### src/rtl/fr_sqrt.sv
// Pipelined digit-by-digit integer square root, one root bit per stage.
`default_nettype none
module fr_sqrt #(
    parameter int RW = 28,
    parameter int PW = 1
) (
    input  wire logic              i_clk,
    input  wire logic              i_rst_n,
    input  wire logic              i_en,
    input  wire logic              i_vld,
    input  wire logic [2*RW-1:0]   i_val,
    input  wire logic [PW-1:0]     i_pay,
    output logic                   o_vld,
    output logic [RW-1:0]          o_root,
    output logic [PW-1:0]          o_pay
);
    localparam int VW = 2 * RW;

    logic [VW-1:0] r_rem  [RW];
    logic [RW-1:0] r_root [RW];
    logic [PW-1:0] r_pay  [RW];
    logic          r_vld  [RW];

    for (genvar k = 0; k < RW; k++) begin : g_stage
        localparam int BI = RW - 1 - k;
        logic [VW-1:0] w_rem;
        logic [RW-1:0] w_root;
        logic [PW-1:0] w_pay;
        logic          w_vld;
        logic [VW:0]   w_t;
        logic          w_hit;

        if (k == 0) begin : g_first
            assign w_rem  = i_val;
            assign w_root = '0;
            assign w_pay  = i_pay;
            assign w_vld  = i_vld;
        end else begin : g_next
            assign w_rem  = r_rem[k-1];
            assign w_root = r_root[k-1];
            assign w_pay  = r_pay[k-1];
            assign w_vld  = r_vld[k-1];
        end

        // (r + 2^i)^2 - r^2 = r*2^(i+1) + 2^(2i)
        assign w_t   = ((VW+1)'(w_root) << (BI + 1)) | ((VW+1)'(1) << (2 * BI));
        assign w_hit = ({1'b0, w_rem} >= w_t);

        always_ff @(posedge i_clk) begin
            if (!i_rst_n) begin
                r_vld[k] <= 1'b0;
            end else if (i_en) begin
                r_vld[k] <= w_vld;
            end
        end

        always_ff @(posedge i_clk) begin
            if (i_en) begin
                r_rem[k]  <= w_hit ? (w_rem - w_t[VW-1:0]) : w_rem;
                r_root[k] <= w_root | (RW'(w_hit) << BI);
                r_pay[k]  <= w_pay;
            end
        end
    end

    assign o_vld  = r_vld[RW-1];
    assign o_root = r_root[RW-1];
    assign o_pay  = r_pay[RW-1];
endmodule
`default_nettype wire
### config.mk
export PLATFORM = sky130hd
export DESIGN_NAME = fr_sqrt
export DESIGN_NICKNAME = d
export VERILOG_FILES = /design/src/rtl/fr_sqrt.sv
export SDC_FILE = /design/constraint.sdc
export NUM_CORES = 2
export LEC_CHECK = 0
export CAP_MARGIN = 20
export CORE_UTILIZATION = 45
export DETAILED_ROUTE_END_ITERATION = 12
export DONT_BUFFER_PORTS = 1
export PLACE_DENSITY = 0.71
export SLEW_MARGIN = 5
export SYNTH_ARGS = -nofsm -noshare
export SYNTH_HDL_FRONTEND = slang
export SYNTH_SLANG_ARGS = --single-unit
### constraint.sdc
create_clock -name i_clk -period 5.7 [get_ports i_clk]
set_input_delay 1.14 -clock i_clk [delete_from_list [all_inputs] [get_ports i_clk]]
set_output_delay 1.14 -clock i_clk [all_outputs]
set_load 0.05 [all_outputs]
# Yosys cells after proc, flatten, opt, wreduce, memory -nomap -nowiden
# Memory sizes are Yosys's and may differ from the RTL's.
# Cells that the tools add are included.
# Widths: inputs -> output; s select.
# word_totals
out_inout_bits,30
word_cells,176
regBits,0
ramBits,2408
memories,4
# mem_list
memory,depth,width,read_ports,rd_ports_with_merged_regs,wr,line,rtl
r_rem,28,56,27,0,28,19,logic [VW-1:0] r_rem [RW];
r_root,28,28,28,0,28,20,logic [RW-1:0] r_root [RW];
r_pay,28,1,28,0,28,21,logic [PW-1:0] r_pay [RW];
r_vld,28,1,28,0,28,22,logic r_vld [RW];
# op_classes
muxes,61
addsub,28
n_bitwise,55
n_lt_le_gt_ge,28
# op_table
cell,count
$mux 56,28
$ge 56x29->1,1
$ge 56x30->1,1
$ge 56x31->1,1
$ge 56x32->1,1
$ge 56x33->1,1
$ge 56x34->1,1
$ge 56x35->1,1
$ge 56x36->1,1
$ge 56x37->1,1
$ge 56x38->1,1
$ge 56x39->1,1
$ge 56x40->1,1
$ge 56x41->1,1
$ge 56x42->1,1
$ge 56x43->1,1
$ge 56x44->1,1
$ge 56x45->1,1
$ge 56x46->1,1
$ge 56x47->1,1
$ge 56x48->1,1
$ge 56x49->1,1
$ge 56x50->1,1
$ge 56x51->1,1
62 further kinds,121

# Longest topological paths before layout
# logic_depth
ltp_word,4
mapped_depth,14
mapped_depth_nobuf,11

# Least setup slack after synthesis
# No wires, ideal clock.
# synth_timing
kind,register -> register
from,mem r_rem[25][9] (netlist bit)
to,mem r_rem[26][46] (netlist bit) (data pin)
setup_time_ps,271
path_stages_with_launch,12
period_less_slack_ps,3283
t_arrival_ps,3012
path_slack_ps,2417
n_path_buf,1
cell_sequence,edfxtp_1 ha_1 a211oi_1 nor2_1 o41ai_1 nand3_1 o31ai_1 o21ai_0 or2_2 clkbuf_1 nor4_1 xor2_1
# synth_lines
element,line
start: declaration,19

==> out/qor_table.md <==
| Quantity | Reported |
| --- | --- |
| Drt initial violations | 4369 |
| Average wire length per cell after detail routing | 19.5 um |
| Peak VDD IR | 0.338 mV |
| Number of synthesized flops with an enable pin | 1973 |
| Leading post-synthesis cells by cell area | sky130_fd_sc_hd__edfxtp_1 (64%), sky130_fd_sc_hd__ha_1 (5.8%), sky130_fd_sc_hd__xnor2_1 (3.3%), sky130_fd_sc_hd__xor2_1 (3.0%), sky130_fd_sc_hd__a21oi_1 (2.4%) |
| Cell Chain, Critical Path | buf_16, buf_16, buf_16, buf_16 |
| Post-CTS Setup Inserts | 0 |
| Slew Viols, Final | 79 |
| Hold Worst Slack | 0.326 ns |
| Met1 layer wirelength in the final routing | 76.0 mm |
| Fin crit share | 76.7% |
| Net count of the finished layout | 7929 |
| Clock skew | 0.0906 ns |
| Cell total after placement | 9916 |
| Clock tree from TritonCTS | built |
| Post-synth ARST share | 0% |
| Beginning of the worst register-to-register path | r_rem[22][10] |
| Overall routed net length | 201 mm |
| Synth warnings | 0 |
| Count of buffers inserted at the top-level ports | 0 |
| Most common cell type on the critical path | sky130_fd_sc_hd__buf_16 |
| CP required | 6.20 ns |
| Core Region | 205000 um2 |
| Final Total Pwr | 41.0 mW |
| Top cells by count, synth | sky130_fd_sc_hd__edfxtp_1 (1973), sky130_fd_sc_hd__inv_1 (519), sky130_fd_sc_hd__nor2_1 (465) |
| Total congestion overflow after global routing | 0 |
| Vias per std cell | 5.57 |
| Highest clock rate | 229 MHz |
| Max incr delay on CP | 0.79 ns |
| Final core occ | 50.5% |
| Most repeated cell in the gate-level netlist after synthesis | sky130_fd_sc_hd__edfxtp_1 |
| Sinks on Clock Net | 1974 |
| Power density over cell area | 396 nW/um2 |
| Effective utilization at floorplan | 45.4% |
| Number of buffers added by the clock tree synthesis step | 203 |
| Setup repair after global routing missed its margin | no |
| Crit Path Max Fanout | 281 |
| Hold worst-path end | r_rem[0][26] |
| Via total after detailed routing | 57300 |
| Length in cells of the worst reg-to-reg path | 10 |
| Critical-path cell with the highest stage delay | sky130_fd_sc_hd__buf_16 |
| Number of H-tree levels | 4 |
| Worst hold path startpoint | i_val[26] |
| Leak pwr | 38.3 nW |
| Remaining antenna violation count | 0 |
| Synth Area per Inst | 12.7 um2 |
| Actual transition at the worst max-transition pin | 1.55 ns |
| Register-to-register setup slack | 1.45 ns |
| Gpl congestion | 0.902 |
| Area overhead of the layout relative to synthesis | 11.1% |
| DRC | 0 |
| Root Buffer | sky130_fd_sc_hd__clkbuf_16 |
| Number of non-filler instances in the completed layout | 10300 |
| Number of buffers on the longest clock path | 3 |
| Capturing element type of the critical path | flip-flop |
| Uppermost routed layer | met5 |
| Post-synth top area share | 63.5% |
| Total of cells resized after clock tree synthesis | 0 |
| Accumulated negative setup slack | 0 ns |
| Seq/Total Area, Yosys | 63.6% |
| Post-CTS clock slew at the launch and capture registers of the worst setup and hold paths | 0.07 ns |
| Die span in x | 457 um |
| Number of max-capacitance violations reported | 0 |
| 1st-pass router iterations | 6 |
| Tightest slew margin relative to the limit | -3.10% |
| Number of antenna violations at the first check in global routing | 2 |
| Number of synthesized register bits | 1974 |
| Minimum clock period | 4.37 ns |
| Final Setup Violations | 0 |
| Proportion of layout cells with a drive suffix above 1 | 6.16% |
| Most used DFF post-synth | sky130_fd_sc_hd__edfxtp_1 |
| Global routing usage summed across all routing layers | 19.0% |
| Detailed-routed wire length on met3 | 8.69 mm |
| Pin count of the biggest net entering global routing | 282 |
| DIE AREA | 209000 um2 |
| Crit path DAT | 4.88 ns |
| Cell area after synthesis | 93200 um2 |
| I/O pin total | 91 |
| Startpoint kind of the worst setup timing path | input port |
| Classification of the worst setup path | in -> reg |
| Cell variety after synth | 81 |
| Half-perimeter wire length of the detailed placement result | 148 mm |
| Worst flop-to-flop path endpoint | r_rem[23][42] |
| Worst skew pair latency | 0.86 ns |
| Die outline height | 457 um |
| Violated checks | slew limit |
| Cells on Worst Hold Path | 0 |
| Vias in the first global route | 58100 |
| Top cell type by total area after synthesis | sky130_fd_sc_hd__edfxtp_1 |
| Final hold violation count | 0 |
| Placement row count | 166 |
| Syn Nets | 7811 |
| Status | complete, but fails checks |
| Wire length of the first global-routing pass | 314 mm |
| Detailed route wirelength on metal2 | 108 mm |
| Total of hold buffers inserted after clock tree synthesis | 0 |
| Synthesized instance count | 7318 |
| Path class of the lowest-slack min-delay path | in -> reg |
==> through the flow <==
step / instance area (um2) / setup slack, ns
floorplan: 93200 / 2.42
global placement: 96600 / 0.682
detailed placement: 96600 / 0.580
CTS: 104000 / 1.47
global route: 104000 / 1.22
finish: 104000 / 1.33
==> registers in the layout (all words and copies together) (netlist names) <==
signal / count
r_rem: 1512
r_root: 406
r_pay: 28
r_vld: 28
==> metal layers <==
metal / up-vias / track usage [%]
li1: 27700 / -
met1: 27800 / 20.5
met2: 1454 / 36.3
met3: 427 / 2.84
met4: 2 / 8.17
met5: - / 0
==> cell type report <==
cell class,instances,area [um2]
multi-input cells,4692,31600
repair buffers,46,538
fillers,17300,102000
clock inverters,138,1710
inverters,519,1950
flip-flops and latches,1974,59300
well taps,2688,3360
diodes,1,2.50
clock buffers,240,5220
==> critical path, delay by kind of cell <==
family / cells / cell delay (ns)
buffers and inverters: 4 / 2.60
==> cell usage in the layout (no fill, tap or decap), types with 38 or more instances in the layout <==
cell type / count
sky130_fd_sc_hd__mux2_2: 63
sky130_fd_sc_hd__edfxtp_1: 1973
sky130_fd_sc_hd__nand4_1: 117
sky130_fd_sc_hd__a31oi_1: 41
sky130_fd_sc_hd__clkinv_1: 38
sky130_fd_sc_hd__clkbuf_16: 203
sky130_fd_sc_hd__o21a_1: 72
sky130_fd_sc_hd__a21oi_1: 441
sky130_fd_sc_hd__and3_1: 59
sky130_fd_sc_hd__a211oi_1: 46
sky130_fd_sc_hd__nand3_1: 130
sky130_fd_sc_hd__nand2_1: 462
sky130_fd_sc_hd__clkinv_2: 40
sky130_fd_sc_hd__or3_1: 75
sky130_fd_sc_hd__inv_1: 519
sky130_fd_sc_hd__nor2b_1: 61
sky130_fd_sc_hd__xnor2_1: 347
sky130_fd_sc_hd__o21ai_0: 368
sky130_fd_sc_hd__ha_1: 432
sky130_fd_sc_hd__nand2b_1: 99
sky130_fd_sc_hd__nor4_1: 260
sky130_fd_sc_hd__a21o_1: 131
sky130_fd_sc_hd__or4_1: 44
sky130_fd_sc_hd__nor2_1: 465
sky130_fd_sc_hd__xor2_1: 321
sky130_fd_sc_hd__nor3_1: 212
sky130_fd_sc_hd__nor4b_1: 38
==> how the worst max path moves through the flow <==
stage	slack [ns]	startpoint	end	depth (start not counted)
2_1_floorplan	2.42	r_rem[25][9]	r_rem[26][46]	11
3_3_place_gp	0.68	i_en	r_rem[0][42]	4
3_5_place_dp	0.58	i_en	r_rem[0][44]	4
4_1_cts	1.47	r_rem[22][10]	r_rem[23][42]	10
5_1_grt	1.22	i_en	r_rem[0][10]	4
6_report	1.33	i_en	r_rem[0][33]	4
==> cell families after synthesis <==
group	Yosys count	synth area share, %
and+or+nand+nor	2162	11.9
AOI/OAI and AO/OA	1355	8.90
muxes	74	0.879
buffers and inverters	652	2.64
adders and majority gates	432	5.80
DFF	1974	63.6
xor gates and xnor gates	669	6.29
==> where the power goes <==
group	switching (mW)	leakage (nW)	internal, mW
Clock	5.70	3.34	7.81
Combinational	4.57	16.0	3.23
Sequential	1.38	19.0	18.4
No activity file was read; power rests on OpenSTA's default activity.
